File: src/sv/pt2d_pkg.sv
package pt2d_pkg;

    // default sizes
    localparam int COORD_BITS_DEF = 16;
    localparam int FRAC_BITS_DEF  = 8;

    // fixed field widths
    localparam int TRIG_FRAC    = 14;
    localparam int FACTOR_BITS  = 16;
    localparam int ANGLE_BITS   = 9;
    localparam int CMD_BITS     = 3;
    localparam int REG_IDX_BITS = 3;

    // factor reset value, 1.0 in Q8.8
    localparam logic [FACTOR_BITS-1:0] FACTOR_ONE = 16'd256;
    // cosine of zero degrees in Q1.14
    localparam logic signed [FACTOR_BITS-1:0] TRIG_ONE = 16'sd16384;

    // configuration register indexes
    localparam logic [REG_IDX_BITS-1:0] REG_SHIFT_X = 3'd0;
    localparam logic [REG_IDX_BITS-1:0] REG_SHIFT_Y = 3'd1;
    localparam logic [REG_IDX_BITS-1:0] REG_SCALE_X = 3'd2;
    localparam logic [REG_IDX_BITS-1:0] REG_SCALE_Y = 3'd3;
    localparam logic [REG_IDX_BITS-1:0] REG_SHEAR   = 3'd4;
    localparam logic [REG_IDX_BITS-1:0] REG_ANGLE   = 3'd5;
    localparam logic [REG_IDX_BITS-1:0] REG_PIVOT_X = 3'd6;
    localparam logic [REG_IDX_BITS-1:0] REG_PIVOT_Y = 3'd7;

    // command codes
    localparam logic [CMD_BITS-1:0] CMD_TRANSLATE = 3'd0;
    localparam logic [CMD_BITS-1:0] CMD_ROTATE    = 3'd1;
    localparam logic [CMD_BITS-1:0] CMD_SCALE     = 3'd2;
    localparam logic [CMD_BITS-1:0] CMD_REFLECT_Y = 3'd3;
    localparam logic [CMD_BITS-1:0] CMD_REFLECT_X = 3'd4;
    localparam logic [CMD_BITS-1:0] CMD_REFLECT_XY = 3'd5;
    localparam logic [CMD_BITS-1:0] CMD_SHEAR_X   = 3'd6;
    localparam logic [CMD_BITS-1:0] CMD_SHEAR_Y   = 3'd7;

    // control that travels with a transaction down the pipe
    typedef struct packed {
        logic valid;
        logic rot;
    } stage_ctrl_t;

    // sin of 0..90 degrees in Q1.14
    function automatic logic [14:0] quarter_sine(input logic [6:0] r);
        logic [14:0] v;
        begin
            case (r)
                7'd0: v = 15'd0;      7'd1: v = 15'd286;    7'd2: v = 15'd572;
                7'd3: v = 15'd857;    7'd4: v = 15'd1143;   7'd5: v = 15'd1428;
                7'd6: v = 15'd1713;   7'd7: v = 15'd1997;   7'd8: v = 15'd2280;
                7'd9: v = 15'd2563;   7'd10: v = 15'd2845;  7'd11: v = 15'd3126;
                7'd12: v = 15'd3406;  7'd13: v = 15'd3686;  7'd14: v = 15'd3964;
                7'd15: v = 15'd4240;  7'd16: v = 15'd4516;  7'd17: v = 15'd4790;
                7'd18: v = 15'd5063;  7'd19: v = 15'd5334;  7'd20: v = 15'd5604;
                7'd21: v = 15'd5872;  7'd22: v = 15'd6138;  7'd23: v = 15'd6402;
                7'd24: v = 15'd6664;  7'd25: v = 15'd6924;  7'd26: v = 15'd7182;
                7'd27: v = 15'd7438;  7'd28: v = 15'd7692;  7'd29: v = 15'd7943;
                7'd30: v = 15'd8192;  7'd31: v = 15'd8438;  7'd32: v = 15'd8682;
                7'd33: v = 15'd8923;  7'd34: v = 15'd9162;  7'd35: v = 15'd9397;
                7'd36: v = 15'd9630;  7'd37: v = 15'd9860;  7'd38: v = 15'd10087;
                7'd39: v = 15'd10311; 7'd40: v = 15'd10531; 7'd41: v = 15'd10749;
                7'd42: v = 15'd10963; 7'd43: v = 15'd11174; 7'd44: v = 15'd11381;
                7'd45: v = 15'd11585; 7'd46: v = 15'd11786; 7'd47: v = 15'd11982;
                7'd48: v = 15'd12176; 7'd49: v = 15'd12365; 7'd50: v = 15'd12551;
                7'd51: v = 15'd12733; 7'd52: v = 15'd12911; 7'd53: v = 15'd13085;
                7'd54: v = 15'd13255; 7'd55: v = 15'd13421; 7'd56: v = 15'd13583;
                7'd57: v = 15'd13741; 7'd58: v = 15'd13894; 7'd59: v = 15'd14044;
                7'd60: v = 15'd14189; 7'd61: v = 15'd14330; 7'd62: v = 15'd14466;
                7'd63: v = 15'd14598; 7'd64: v = 15'd14726; 7'd65: v = 15'd14849;
                7'd66: v = 15'd14968; 7'd67: v = 15'd15082; 7'd68: v = 15'd15191;
                7'd69: v = 15'd15296; 7'd70: v = 15'd15396; 7'd71: v = 15'd15491;
                7'd72: v = 15'd15582; 7'd73: v = 15'd15668; 7'd74: v = 15'd15749;
                7'd75: v = 15'd15826; 7'd76: v = 15'd15897; 7'd77: v = 15'd15964;
                7'd78: v = 15'd16026; 7'd79: v = 15'd16083; 7'd80: v = 15'd16135;
                7'd81: v = 15'd16182; 7'd82: v = 15'd16225; 7'd83: v = 15'd16262;
                7'd84: v = 15'd16294; 7'd85: v = 15'd16322; 7'd86: v = 15'd16344;
                7'd87: v = 15'd16362; 7'd88: v = 15'd16374; 7'd89: v = 15'd16382;
                7'd90: v = 15'd16384;
                default: v = 15'd0;
            endcase
            return v;
        end
    endfunction

    // signed sine in Q1.14 of an angle already reduced to 0..359
    function automatic logic signed [FACTOR_BITS-1:0] sine_deg(input logic [ANGLE_BITS-1:0] a);
        logic [ANGLE_BITS-1:0] r;
        logic                  neg;
        logic [14:0]           mag;
        begin
            neg = 1'b0;
            if (a < 9'd90) begin
                r = a;
            end else if (a < 9'd180) begin
                r = 9'd180 - a;
            end else if (a < 9'd270) begin
                r = a - 9'd180;
                neg = 1'b1;
            end else begin
                r = 9'd360 - a;
                neg = 1'b1;
            end
            mag = quarter_sine(r[6:0]);
            return neg ? -$signed({1'b0, mag}) : $signed({1'b0, mag});
        end
    endfunction

endpackage

File: src/sv/pt2d_cfg.sv
module pt2d_cfg
    import pt2d_pkg::*;
#(
    parameter int COORD_BITS = COORD_BITS_DEF,
    parameter int CFG_W      = FACTOR_BITS
)
(
    input  logic                           clk,
    input  logic                           rst_n,
    input  logic                           cfg_we,
    input  logic [REG_IDX_BITS-1:0]        cfg_index,
    input  logic [CFG_W-1:0]               cfg_wdata,
    output logic signed [COORD_BITS-1:0]   shift_x,
    output logic signed [COORD_BITS-1:0]   shift_y,
    output logic signed [FACTOR_BITS-1:0]  scale_x,
    output logic signed [FACTOR_BITS-1:0]  scale_y,
    output logic signed [FACTOR_BITS-1:0]  shear_factor,
    output logic signed [FACTOR_BITS-1:0]  sin_val,
    output logic signed [FACTOR_BITS-1:0]  cos_val,
    output logic signed [FACTOR_BITS-1:0]  nsin_val,
    output logic signed [COORD_BITS-1:0]   pivot_x,
    output logic signed [COORD_BITS-1:0]   pivot_y
);

    logic signed [COORD_BITS-1:0]  shift_x_reg, shift_y_reg, pivot_x_reg, pivot_y_reg;
    logic signed [FACTOR_BITS-1:0] scale_x_reg, scale_y_reg, shear_reg;
    logic signed [FACTOR_BITS-1:0] sin_reg, cos_reg, nsin_reg;
    logic signed [FACTOR_BITS-1:0] sin_next, cos_next;
    logic [ANGLE_BITS-1:0]         ang_raw, ang_mod, ang_cos;
    logic [ANGLE_BITS:0]           ang_plus;

    // reduce the written angle and look up sine and cosine once per write
    always_comb
    begin
        ang_raw  = cfg_wdata[ANGLE_BITS-1:0];
        ang_mod  = (ang_raw >= 9'd360) ? ang_raw - 9'd360 : ang_raw;
        ang_plus = {1'b0, ang_mod} + 10'd90;
        ang_cos  = (ang_plus >= 10'd360) ? 9'(ang_plus - 10'd360) : ang_plus[ANGLE_BITS-1:0];
        sin_next = sine_deg(ang_mod);
        cos_next = sine_deg(ang_cos);
    end

    // register file
    always_ff @(posedge clk or negedge rst_n)
    begin
        if (!rst_n) begin
            shift_x_reg <= '0;
            shift_y_reg <= '0;
            scale_x_reg <= FACTOR_ONE;
            scale_y_reg <= FACTOR_ONE;
            shear_reg   <= '0;
            sin_reg     <= '0;
            cos_reg     <= TRIG_ONE;
            nsin_reg    <= '0;
            pivot_x_reg <= '0;
            pivot_y_reg <= '0;
        end else if (cfg_we) begin
            unique case (cfg_index)
                REG_SHIFT_X: shift_x_reg <= cfg_wdata[COORD_BITS-1:0];
                REG_SHIFT_Y: shift_y_reg <= cfg_wdata[COORD_BITS-1:0];
                REG_SCALE_X: scale_x_reg <= cfg_wdata[FACTOR_BITS-1:0];
                REG_SCALE_Y: scale_y_reg <= cfg_wdata[FACTOR_BITS-1:0];
                REG_SHEAR:   shear_reg   <= cfg_wdata[FACTOR_BITS-1:0];
                REG_ANGLE:
                begin
                    sin_reg  <= sin_next;
                    cos_reg  <= cos_next;
                    nsin_reg <= -sin_next;
                end
                REG_PIVOT_X: pivot_x_reg <= cfg_wdata[COORD_BITS-1:0];
                REG_PIVOT_Y: pivot_y_reg <= cfg_wdata[COORD_BITS-1:0];
                default: ;
            endcase
        end
    end

    assign shift_x      = shift_x_reg;
    assign shift_y      = shift_y_reg;
    assign scale_x      = scale_x_reg;
    assign scale_y      = scale_y_reg;
    assign shear_factor = shear_reg;
    assign sin_val      = sin_reg;
    assign cos_val      = cos_reg;
    assign nsin_val     = nsin_reg;
    assign pivot_x      = pivot_x_reg;
    assign pivot_y      = pivot_y_reg;

endmodule

File: src/sv/pt2d_prep.sv
module pt2d_prep
    import pt2d_pkg::*;
#(
    parameter int COORD_BITS = COORD_BITS_DEF
)
(
    input  logic                            clk,
    input  logic                            rst_n,
    input  logic                            accept,
    input  logic [CMD_BITS-1:0]             command,
    input  logic signed [COORD_BITS-1:0]    point_x,
    input  logic signed [COORD_BITS-1:0]    point_y,
    input  logic signed [COORD_BITS-1:0]    shift_x,
    input  logic signed [COORD_BITS-1:0]    shift_y,
    input  logic signed [FACTOR_BITS-1:0]   scale_x,
    input  logic signed [FACTOR_BITS-1:0]   scale_y,
    input  logic signed [FACTOR_BITS-1:0]   shear_factor,
    input  logic signed [FACTOR_BITS-1:0]   sin_val,
    input  logic signed [FACTOR_BITS-1:0]   cos_val,
    input  logic signed [FACTOR_BITS-1:0]   nsin_val,
    input  logic signed [COORD_BITS-1:0]    pivot_x,
    input  logic signed [COORD_BITS-1:0]    pivot_y,
    output stage_ctrl_t                     ctrl,
    output logic signed [COORD_BITS+1:0]    base_x,
    output logic signed [COORD_BITS+1:0]    base_y,
    output logic signed [COORD_BITS:0]      ax1,
    output logic signed [COORD_BITS:0]      ax2,
    output logic signed [COORD_BITS:0]      ay1,
    output logic signed [COORD_BITS:0]      ay2,
    output logic signed [FACTOR_BITS-1:0]   bx1,
    output logic signed [FACTOR_BITS-1:0]   bx2,
    output logic signed [FACTOR_BITS-1:0]   by1,
    output logic signed [FACTOR_BITS-1:0]   by2
);

    localparam int OP_W   = COORD_BITS + 1;
    localparam int BASE_W = COORD_BITS + 2;

    stage_ctrl_t                  ctrl_reg;
    logic signed [BASE_W-1:0]     base_x_reg, base_y_reg, base_x_next, base_y_next;
    logic signed [OP_W-1:0]       ax1_reg, ax2_reg, ay1_reg, ay2_reg;
    logic signed [OP_W-1:0]       ax1_next, ax2_next, ay1_next, ay2_next;
    logic signed [FACTOR_BITS-1:0] bx1_reg, bx2_reg, by1_reg, by2_reg;
    logic signed [FACTOR_BITS-1:0] bx1_next, bx2_next, by1_next, by2_next;
    logic signed [OP_W-1:0]       dx, dy;
    logic                         rot_next;

    // command decode: integer base term and multiplier operands per axis
    always_comb
    begin
        dx          = OP_W'(point_x) - OP_W'(pivot_x);
        dy          = OP_W'(point_y) - OP_W'(pivot_y);
        base_x_next = BASE_W'(point_x);
        base_y_next = BASE_W'(point_y);
        ax1_next    = '0;
        ax2_next    = '0;
        ay1_next    = '0;
        ay2_next    = '0;
        bx1_next    = '0;
        bx2_next    = '0;
        by1_next    = '0;
        by2_next    = '0;
        rot_next    = 1'b0;
        unique case (command)
            CMD_TRANSLATE:
            begin
                base_x_next = BASE_W'(point_x) + BASE_W'(shift_x);
                base_y_next = BASE_W'(point_y) + BASE_W'(shift_y);
            end
            CMD_ROTATE:
            begin
                rot_next    = 1'b1;
                base_x_next = BASE_W'(pivot_x);
                base_y_next = BASE_W'(pivot_y);
                ax1_next    = dx;
                bx1_next    = cos_val;
                ax2_next    = dy;
                bx2_next    = nsin_val;
                ay1_next    = dx;
                by1_next    = sin_val;
                ay2_next    = dy;
                by2_next    = cos_val;
            end
            CMD_SCALE:
            begin
                base_x_next = '0;
                base_y_next = '0;
                ax1_next    = OP_W'(point_x);
                bx1_next    = scale_x;
                ay1_next    = OP_W'(point_y);
                by1_next    = scale_y;
            end
            CMD_REFLECT_Y:
            begin
                base_y_next = (BASE_W'(pivot_y) <<< 1) - BASE_W'(point_y);
            end
            CMD_REFLECT_X:
            begin
                base_x_next = (BASE_W'(pivot_x) <<< 1) - BASE_W'(point_x);
            end
            CMD_REFLECT_XY:
            begin
                base_x_next = (BASE_W'(pivot_x) <<< 1) - BASE_W'(point_x);
                base_y_next = (BASE_W'(pivot_y) <<< 1) - BASE_W'(point_y);
            end
            CMD_SHEAR_X:
            begin
                ax1_next = OP_W'(point_y);
                bx1_next = shear_factor;
            end
            CMD_SHEAR_Y:
            begin
                ay1_next = OP_W'(point_x);
                by1_next = shear_factor;
            end
            default: ;
        endcase
    end

    // control register
    always_ff @(posedge clk or negedge rst_n)
    begin
        if (!rst_n) begin
            ctrl_reg <= '0;
        end else begin
            ctrl_reg.valid <= accept;
            ctrl_reg.rot   <= rot_next;
        end
    end

    // operand register
    always_ff @(posedge clk)
    begin
        if (accept) begin
            base_x_reg <= base_x_next;
            base_y_reg <= base_y_next;
            ax1_reg    <= ax1_next;
            ax2_reg    <= ax2_next;
            ay1_reg    <= ay1_next;
            ay2_reg    <= ay2_next;
            bx1_reg    <= bx1_next;
            bx2_reg    <= bx2_next;
            by1_reg    <= by1_next;
            by2_reg    <= by2_next;
        end
    end

    assign ctrl   = ctrl_reg;
    assign base_x = base_x_reg;
    assign base_y = base_y_reg;
    assign ax1    = ax1_reg;
    assign ax2    = ax2_reg;
    assign ay1    = ay1_reg;
    assign ay2    = ay2_reg;
    assign bx1    = bx1_reg;
    assign bx2    = bx2_reg;
    assign by1    = by1_reg;
    assign by2    = by2_reg;

endmodule

File: src/sv/pt2d_mul.sv
module pt2d_mul
    import pt2d_pkg::*;
#(
    parameter int COORD_BITS = COORD_BITS_DEF,
    parameter int FRAC_BITS  = FRAC_BITS_DEF
)
(
    input  logic                                       clk,
    input  logic                                       rst_n,
    input  stage_ctrl_t                                ctrl_in,
    input  logic signed [COORD_BITS+1:0]               base_x_in,
    input  logic signed [COORD_BITS+1:0]               base_y_in,
    input  logic signed [COORD_BITS:0]                 ax1,
    input  logic signed [COORD_BITS:0]                 ax2,
    input  logic signed [COORD_BITS:0]                 ay1,
    input  logic signed [COORD_BITS:0]                 ay2,
    input  logic signed [FACTOR_BITS-1:0]              bx1,
    input  logic signed [FACTOR_BITS-1:0]              bx2,
    input  logic signed [FACTOR_BITS-1:0]              by1,
    input  logic signed [FACTOR_BITS-1:0]              by2,
    output stage_ctrl_t                                ctrl_out,
    output logic signed [COORD_BITS+1:0]               base_x_out,
    output logic signed [COORD_BITS+1:0]               base_y_out,
    output logic signed [COORD_BITS+30-FRAC_BITS:0]    px1,
    output logic signed [COORD_BITS+30-FRAC_BITS:0]    px2,
    output logic signed [COORD_BITS+30-FRAC_BITS:0]    py1,
    output logic signed [COORD_BITS+30-FRAC_BITS:0]    py2
);

    localparam int PROD_W = COORD_BITS + 1 + FACTOR_BITS;
    localparam int ACC_W  = COORD_BITS + 31 - FRAC_BITS;
    localparam int ALIGN  = TRIG_FRAC - FRAC_BITS;

    stage_ctrl_t                ctrl_reg;
    logic signed [COORD_BITS+1:0] base_x_reg, base_y_reg;
    logic signed [PROD_W-1:0]   mx1, mx2, my1, my2;
    logic signed [ACC_W-1:0]    px1_reg, px2_reg, py1_reg, py2_reg;
    logic signed [ACC_W-1:0]    px1_next, px2_next, py1_next, py2_next;

    // four products, then aligned to the rotation fraction point
    always_comb
    begin
        mx1 = PROD_W'(ax1) * PROD_W'(bx1);
        mx2 = PROD_W'(ax2) * PROD_W'(bx2);
        my1 = PROD_W'(ay1) * PROD_W'(by1);
        my2 = PROD_W'(ay2) * PROD_W'(by2);
        if (ctrl_in.rot) begin
            px1_next = ACC_W'(mx1);
            px2_next = ACC_W'(mx2);
            py1_next = ACC_W'(my1);
            py2_next = ACC_W'(my2);
        end else begin
            px1_next = ACC_W'(mx1) <<< ALIGN;
            px2_next = ACC_W'(mx2) <<< ALIGN;
            py1_next = ACC_W'(my1) <<< ALIGN;
            py2_next = ACC_W'(my2) <<< ALIGN;
        end
    end

    // control register
    always_ff @(posedge clk or negedge rst_n)
    begin
        if (!rst_n) begin
            ctrl_reg <= '0;
        end else begin
            ctrl_reg <= ctrl_in;
        end
    end

    // product register
    always_ff @(posedge clk)
    begin
        if (ctrl_in.valid) begin
            base_x_reg <= base_x_in;
            base_y_reg <= base_y_in;
            px1_reg    <= px1_next;
            px2_reg    <= px2_next;
            py1_reg    <= py1_next;
            py2_reg    <= py2_next;
        end
    end

    assign ctrl_out   = ctrl_reg;
    assign base_x_out = base_x_reg;
    assign base_y_out = base_y_reg;
    assign px1        = px1_reg;
    assign px2        = px2_reg;
    assign py1        = py1_reg;
    assign py2        = py2_reg;

endmodule

File: src/sv/pt2d_round.sv
module pt2d_round
    import pt2d_pkg::*;
#(
    parameter int COORD_BITS = COORD_BITS_DEF,
    parameter int FRAC_BITS  = FRAC_BITS_DEF
)
(
    input  logic                                       clk,
    input  logic                                       rst_n,
    input  stage_ctrl_t                                ctrl_in,
    input  logic signed [COORD_BITS+1:0]               base_x,
    input  logic signed [COORD_BITS+1:0]               base_y,
    input  logic signed [COORD_BITS+30-FRAC_BITS:0]    px1,
    input  logic signed [COORD_BITS+30-FRAC_BITS:0]    px2,
    input  logic signed [COORD_BITS+30-FRAC_BITS:0]    py1,
    input  logic signed [COORD_BITS+30-FRAC_BITS:0]    py2,
    output logic                                       done,
    output logic signed [COORD_BITS-1:0]               result_x,
    output logic signed [COORD_BITS-1:0]               result_y,
    output logic                                       overflow
);

    localparam int ACC_W = COORD_BITS + 31 - FRAC_BITS;
    localparam int RND_W = ACC_W - TRIG_FRAC;
    localparam logic signed [ACC_W-1:0] HALF = ACC_W'(2 ** (TRIG_FRAC - 1));
    localparam logic signed [COORD_BITS-1:0] MAX_V = {1'b0, {(COORD_BITS-1){1'b1}}};
    localparam logic signed [COORD_BITS-1:0] MIN_V = {1'b1, {(COORD_BITS-1){1'b0}}};

    logic                         done_reg;
    logic signed [COORD_BITS-1:0] result_x_reg, result_y_reg, result_x_next, result_y_next;
    logic                         overflow_reg, overflow_next;
    logic signed [ACC_W-1:0]      sum_x, sum_y;
    logic signed [RND_W-1:0]      rnd_x, rnd_y;
    logic [COORD_BITS:0]          sat_x, sat_y;

    // clamp to the coordinate range, overflow flag on top
    function automatic logic [COORD_BITS:0] saturate(input logic signed [RND_W-1:0] v);
        logic [RND_W-COORD_BITS:0] upper;
        logic                      ovf;
        logic [COORD_BITS-1:0]     val;
        begin
            upper = v[RND_W-1:COORD_BITS-1];
            ovf   = !((&upper) || !(|upper));
            val   = v[COORD_BITS-1:0];
            if (ovf) begin
                val = v[RND_W-1] ? MIN_V : MAX_V;
            end
            return {ovf, val};
        end
    endfunction

    // sum, round half up, saturate
    always_comb
    begin
        sum_x = (ACC_W'(base_x) <<< TRIG_FRAC) + px1 + px2 + HALF;
        sum_y = (ACC_W'(base_y) <<< TRIG_FRAC) + py1 + py2 + HALF;
        rnd_x = sum_x[ACC_W-1:TRIG_FRAC];
        rnd_y = sum_y[ACC_W-1:TRIG_FRAC];
        sat_x = saturate(rnd_x);
        sat_y = saturate(rnd_y);
        result_x_next = sat_x[COORD_BITS-1:0];
        result_y_next = sat_y[COORD_BITS-1:0];
        overflow_next = sat_x[COORD_BITS] | sat_y[COORD_BITS];
    end

    // result strobe
    always_ff @(posedge clk or negedge rst_n)
    begin
        if (!rst_n) begin
            done_reg <= 1'b0;
        end else begin
            done_reg <= ctrl_in.valid;
        end
    end

    // result register
    always_ff @(posedge clk)
    begin
        if (ctrl_in.valid) begin
            result_x_reg <= result_x_next;
            result_y_reg <= result_y_next;
            overflow_reg <= overflow_next;
        end
    end

    assign done     = done_reg;
    assign result_x = result_x_reg;
    assign result_y = result_y_reg;
    assign overflow = overflow_reg;

endmodule

File: src/sv/point_transform_2d.sv
// 2D point transform: one vertex per transaction through a three-stage pipe.
// Input: a transaction is taken at each rising edge with start high and busy
// low. busy is always low, so a new vertex may be given in every cycle.
// The command selects translate, rotate about the pivot, scale about the
// origin, reflect through the pivot lines, or shear in x or y.
// Output: done is high for one cycle with result_x, result_y and overflow;
// the receiver cannot hold results off, and none is needed since each
// transaction yields exactly one result in a fixed slot.
// Stages: operand decode, multiply, then round and saturate, each registered;
// done and the result leave the last register together.
// Throughput: one vertex per cycle, set by four parallel multipliers that
// are each used once per vertex.
// Configuration: cfg_we writes cfg_wdata to register cfg_index at once;
// an angle write also loads sine and cosine from the quarter-wave table.
// Write registers only while no vertex is in the pipe.
// Reset: asynchronous, active low; the pipe empties, shifts, shear, pivot and
// angle go to zero and both scale factors to 1.0.
module point_transform_2d
    import pt2d_pkg::*;
#(
    parameter int COORD_BITS = COORD_BITS_DEF,
    parameter int FRAC_BITS  = FRAC_BITS_DEF
)
(
    input  logic                                       clk,
    input  logic                                       rst_n,
    input  logic                                       start,
    output logic                                       busy,
    input  logic [CMD_BITS-1:0]                        command,
    input  logic signed [COORD_BITS-1:0]               point_x,
    input  logic signed [COORD_BITS-1:0]               point_y,
    output logic                                       done,
    output logic signed [COORD_BITS-1:0]               result_x,
    output logic signed [COORD_BITS-1:0]               result_y,
    output logic                                       overflow,
    input  logic                                       cfg_we,
    input  logic [REG_IDX_BITS-1:0]                    cfg_index,
    input  logic [((COORD_BITS > FACTOR_BITS) ? COORD_BITS : FACTOR_BITS)-1:0] cfg_wdata
);

    localparam int CFG_W = (COORD_BITS > FACTOR_BITS) ? COORD_BITS : FACTOR_BITS;
    localparam int ACC_W = COORD_BITS + 31 - FRAC_BITS;

    logic signed [COORD_BITS-1:0]  shift_x, shift_y, pivot_x, pivot_y;
    logic signed [FACTOR_BITS-1:0] scale_x, scale_y, shear_factor;
    logic signed [FACTOR_BITS-1:0] sin_val, cos_val, nsin_val;

    stage_ctrl_t                   ctrl_op, ctrl_mul;
    logic signed [COORD_BITS+1:0]  op_base_x, op_base_y, mul_base_x, mul_base_y;
    logic signed [COORD_BITS:0]    ax1, ax2, ay1, ay2;
    logic signed [FACTOR_BITS-1:0] bx1, bx2, by1, by2;
    logic signed [ACC_W-1:0]       px1, px2, py1, py2;
    logic                          accept;

    // every start is taken, the pipe never stalls
    assign busy   = 1'b0;
    assign accept = start & ~busy;

    // configuration registers
    pt2d_cfg #(
        .COORD_BITS (COORD_BITS),
        .CFG_W      (CFG_W)
    ) u_cfg (
        .clk          (clk),
        .rst_n        (rst_n),
        .cfg_we       (cfg_we),
        .cfg_index    (cfg_index),
        .cfg_wdata    (cfg_wdata),
        .shift_x      (shift_x),
        .shift_y      (shift_y),
        .scale_x      (scale_x),
        .scale_y      (scale_y),
        .shear_factor (shear_factor),
        .sin_val      (sin_val),
        .cos_val      (cos_val),
        .nsin_val     (nsin_val),
        .pivot_x      (pivot_x),
        .pivot_y      (pivot_y)
    );

    // operand decode stage
    pt2d_prep #(
        .COORD_BITS (COORD_BITS)
    ) u_prep (
        .clk          (clk),
        .rst_n        (rst_n),
        .accept       (accept),
        .command      (command),
        .point_x      (point_x),
        .point_y      (point_y),
        .shift_x      (shift_x),
        .shift_y      (shift_y),
        .scale_x      (scale_x),
        .scale_y      (scale_y),
        .shear_factor (shear_factor),
        .sin_val      (sin_val),
        .cos_val      (cos_val),
        .nsin_val     (nsin_val),
        .pivot_x      (pivot_x),
        .pivot_y      (pivot_y),
        .ctrl         (ctrl_op),
        .base_x       (op_base_x),
        .base_y       (op_base_y),
        .ax1          (ax1),
        .ax2          (ax2),
        .ay1          (ay1),
        .ay2          (ay2),
        .bx1          (bx1),
        .bx2          (bx2),
        .by1          (by1),
        .by2          (by2)
    );

    // multiply stage
    pt2d_mul #(
        .COORD_BITS (COORD_BITS),
        .FRAC_BITS  (FRAC_BITS)
    ) u_mul (
        .clk        (clk),
        .rst_n      (rst_n),
        .ctrl_in    (ctrl_op),
        .base_x_in  (op_base_x),
        .base_y_in  (op_base_y),
        .ax1        (ax1),
        .ax2        (ax2),
        .ay1        (ay1),
        .ay2        (ay2),
        .bx1        (bx1),
        .bx2        (bx2),
        .by1        (by1),
        .by2        (by2),
        .ctrl_out   (ctrl_mul),
        .base_x_out (mul_base_x),
        .base_y_out (mul_base_y),
        .px1        (px1),
        .px2        (px2),
        .py1        (py1),
        .py2        (py2)
    );

    // round and saturate stage
    pt2d_round #(
        .COORD_BITS (COORD_BITS),
        .FRAC_BITS  (FRAC_BITS)
    ) u_round (
        .clk      (clk),
        .rst_n    (rst_n),
        .ctrl_in  (ctrl_mul),
        .base_x   (mul_base_x),
        .base_y   (mul_base_y),
        .px1      (px1),
        .px2      (px2),
        .py1      (py1),
        .py2      (py2),
        .done     (done),
        .result_x (result_x),
        .result_y (result_y),
        .overflow (overflow)
    );

endmodule

File: config.mk
export PLATFORM = sky130hd
export DESIGN_NAME = point_transform_2d
export DESIGN_NICKNAME = d
export VERILOG_FILES = /design/src/sv/pt2d_pkg.sv /design/src/sv/pt2d_cfg.sv /design/src/sv/pt2d_prep.sv /design/src/sv/pt2d_mul.sv /design/src/sv/pt2d_round.sv /design/src/sv/point_transform_2d.sv
export SDC_FILE = /design/constraint.sdc
export NUM_CORES = 2
export LEC_CHECK = 0
export ABC_AREA = 1
export BUFFER_PORTS_ARGS = -buffer_cell sky130_fd_sc_hd__buf_2
export CELL_PAD_IN_SITES_DETAIL_PLACEMENT = 0
export CELL_PAD_IN_SITES_GLOBAL_PLACEMENT = 2
export CORE_ASPECT_RATIO = 0.5
export CORE_UTILIZATION = 30
export CTS_CLUSTER_SIZE = 30
export DETAILED_ROUTE_END_ITERATION = 10
export PLACE_DENSITY_LB_ADDON = 0.2
export SETUP_SLACK_MARGIN = 0.4
export SLEW_MARGIN = 5
export SYNTH_ARGS = -nofsm -noshare
export SYNTH_HDL_FRONTEND = slang
export SYNTH_SLANG_ARGS = --single-unit
File: constraint.sdc
create_clock -name clk -period 7.4 [get_ports clk]
set_input_delay 1.48 -clock clk [delete_from_list [all_inputs] [get_ports clk]]
set_output_delay 1.48 -clock clk [all_outputs]
set_load 0.02 [all_outputs]
==> impl_metrics.tcl <==
set metrics [dict create \
    status "finished clean" \
    routed_wire_length_per_instance_um 21.2 \
    top_usage_layer "met2" \
    critical_path.max_fanout 5 \
    cts_root_buf "clkbuf_16" \
    gp_congestion 0.876 \
    worst_setup_hold_path_clk_slew_ps 70 \
    critPathSlowestCell "fa_1" \
    synth-edff-count 376 \
    detail-route-antenna-nets 0 \
    tightest_slew_ps 1260 \
    required_ps 7780 \
    synth_fp_nets 10900 \
    core_region_area_um2 252000 \
    syn_inst 9101 \
    cap_violations 0 \
    max-slew-margin-rel_pct 15.6 \
    multi_input_area_um2 52200 \
    worstPathBufferInverterCount 6 \
    synth_seq_area_share_pct 20.2 \
    grt.overflow.total 0 \
    synth_top_cells_by_area "fa_1 30%, edfxtp_1 15%, nand2_1 11%" \
    synth_top_cell_by_area "fa_1" \
    worst_hold_path_type "flip-flop to flip-flop" \
    hold_viol 0 \
    dominantRegCellSynth "edfxtp_1" \
    fin_skew_ps 31.2 \
    final_min_period_over_clock_period_pct 92.2 \
    syn-cell-area_um2 76100 \
    grt_pass1_vias 61100 \
    top_library_cells_by_usage_in_the_layout_fill_and_taps_aside "2,214 x nand2_1, 2,030 x inv_1, 1,153 x fa_1, 536 x ha_1, 385 x buf_4" \
    grt_first_pass_wirelength_mm 405 \
    grt_start_max_net_pins 130 \
    timing.final.max_slew_violations 0 \
    maxClockFrequency_mhz 147 \
    top_cell_type_s_share_of_synthesized_area_pct 30.5 \
    use_met3_pct 2.65 \
    synthesis.yosys.warnings 0 \
    die_extent_in_y_um 358 \
    ys_types 77 \
    ios 93 \
    drc 0 \
    global_route.usage.met2_pct 32.8 \
    grt_use_total_pct 21.2 \
    critical-path-max-stage-delay_ps 550 \
    area.growth.synth_to_final_pct 13.6 \
    place_hpwl_mm 223 \
    final_common_cell "nand2_1" \
    final_nets 11100 \
    worstSetupPathType "flip-flop to flip-flop" \
    worst_path_dominant_cell_family "adder cells" \
    ctsLongestPathBuffers 3 \
    detailroute.via_count 59300 \
    std_cell_rows 130 \
    cp.arrival_ps 7210 \
    wirelength_mm 271 \
    drive_gt1_share_pct 11.0 \
    horizontal_extent_of_the_die_um 714 \
    setup_viol_count_final 0 \
    fill_cells 26500 \
    tritoncts_clock_tree "built" \
    buffer_ports.inserted 91 \
    drt_first_iter_violations 4331 \
    start_util_pct 30.2 \
    met1_usage_pct 32.2 \
    postSynth.asyncResetShare_pct 30.2 \
    tritoncts.num_buffers 68 \
    finalWorstSetupSlack_ps 576 \
    antenna_violations_before_repair 29 \
    unrepaired_setup_endpoints_after_global_routing "yes" \
    dp_worst_setup_slack_ps -16.1 \
    clock_sinks 539 \
    synth.ff_latch_count 539 \
    finalCriticalPeriod_ps 6820 \
    postCtsHoldBufs 0 \
    firstDrtPassIters 6 \
    syn-mean-instance-area_um2 8.36 \
    worstSetupStartpointType "flip-flop" \
    clk-insertion-delay-late_ps 670 \
    setup.worst_path.end_class "flip-flop" \
    cp_common_cell "fa_1" \
    die-area_um2 256000 \
    drt-vias-per-instance 4.64 \
    sequential_cell_area_um2 15400 \
    htree_levels 3 \
]
-- final cells by class --
| type | instances | area share, % |
|---|---|---|
| repair buffers | 539 | 5.18 |
| clock inverters | 32 | 0.520 |
| diodes | 5 | 0.0145 |
| clock buffers | 88 | 2.15 |
| multi-input cells | 6121 | 60.4 |
| well taps | 3366 | 4.87 |
| flip-flops and latches | 539 | 17.8 |
| inverters | 2094 | 9.11 |
-- per-layer routing --
metal	share of wire [%]	up-vias
li1	-	28300
met4	1.6	10
met1	50	29700
met5	0.025	-
met2	43	1147
met3	5.1	213
-- cell usage after synthesis (5+ instances only) --
cell type,n
nand2_1,2236
inv_1,2041
fa_1,1158
ha_1,567
o21ai_0,401
nor2_1,386
edfxtp_1,376
a21oi_1,320
clkbuf_1,294
nand3_1,272
dfrtp_1,160
xor2_1,127
xnor2_1,103
nand2_2,49
or2_2,47
nand4_1,39
o211ai_1,39
inv_2,38
o221ai_1,37
o21ai_1,34
nor3_1,32
o2111ai_1,23
nand2_4,20
nor2_2,20
a22oi_1,18
a221o_1,17
o21a_1,17
a31oi_1,15
buf_6,15
buf_2,14
buf_4,14
mux2i_1,12
nand3_2,12
nor2_4,12
o21bai_1,11
o31ai_1,11
clkinv_1,10
nor4_1,10
a21o_1,8
o22ai_1,8
a211oi_1,6
nand3b_1,6
o21ai_2,5
-- worst paths after layout --
| kind | startpoint | endpoint | slack, ps | cells after the start |
|---|---|---|---|---|
| setup / recovery | u_prep.ax1[9] | u_mul.px1[31] | 580 | 32 |
| max in group asynchronous | rst_n | u_prep.ctrl[1] | 5460 | 2 |
| hold / removal | u_prep.base_x[8] | u_mul.base_x_out[8] | 420 | 0 |
| min in group asynchronous | rst_n | u_cfg.shift_x[2] | 730 | 1 |
| hold reg to reg | u_prep.base_x[8] | u_mul.base_x_out[8] | 420 | 0 |
| setup reg to reg | u_prep.ax1[9] | u_mul.px1[31] | 580 | 32 |
-- kinds of logic after synthesis --
logic type / synth area share, %
DFF: 20.2
adders and majority gates: 39.8
xor gates and xnor gates: 2.67
buffers and inverters: 12.4
and+or+nand+nor: 17.3
AOI/OAI and AO/OA: 7.55
muxes: 0.158
other: 0.00493
-- stage by stage --
stage               hold slack, ps  setup TNS [ps]  area (um^2)  utilization [%]  cells
global placement               403               0        81800             32.5  12500
floorplan                      400               0        76100                -   9101
global route                   423               0        86400             34.3  12800
CTS                            419               0        84800             33.7  12700
detailed placement             406           -22.5        81800             32.5  12500
finish                         416               0        86400             34.4  12800
-- repair_timing --
action,4_1_cts,5_1_grt
cloned,1,4
pin swaps,10,73
hold endpoints to repair,0,0
setup endpoints to repair,34,42
setup buffers,63,86
gates resized for setup,25,189
Power is left out: the tool's default activity adds up to more than one toggle a clock period on the data nets, which glitch-free logic cannot reach.
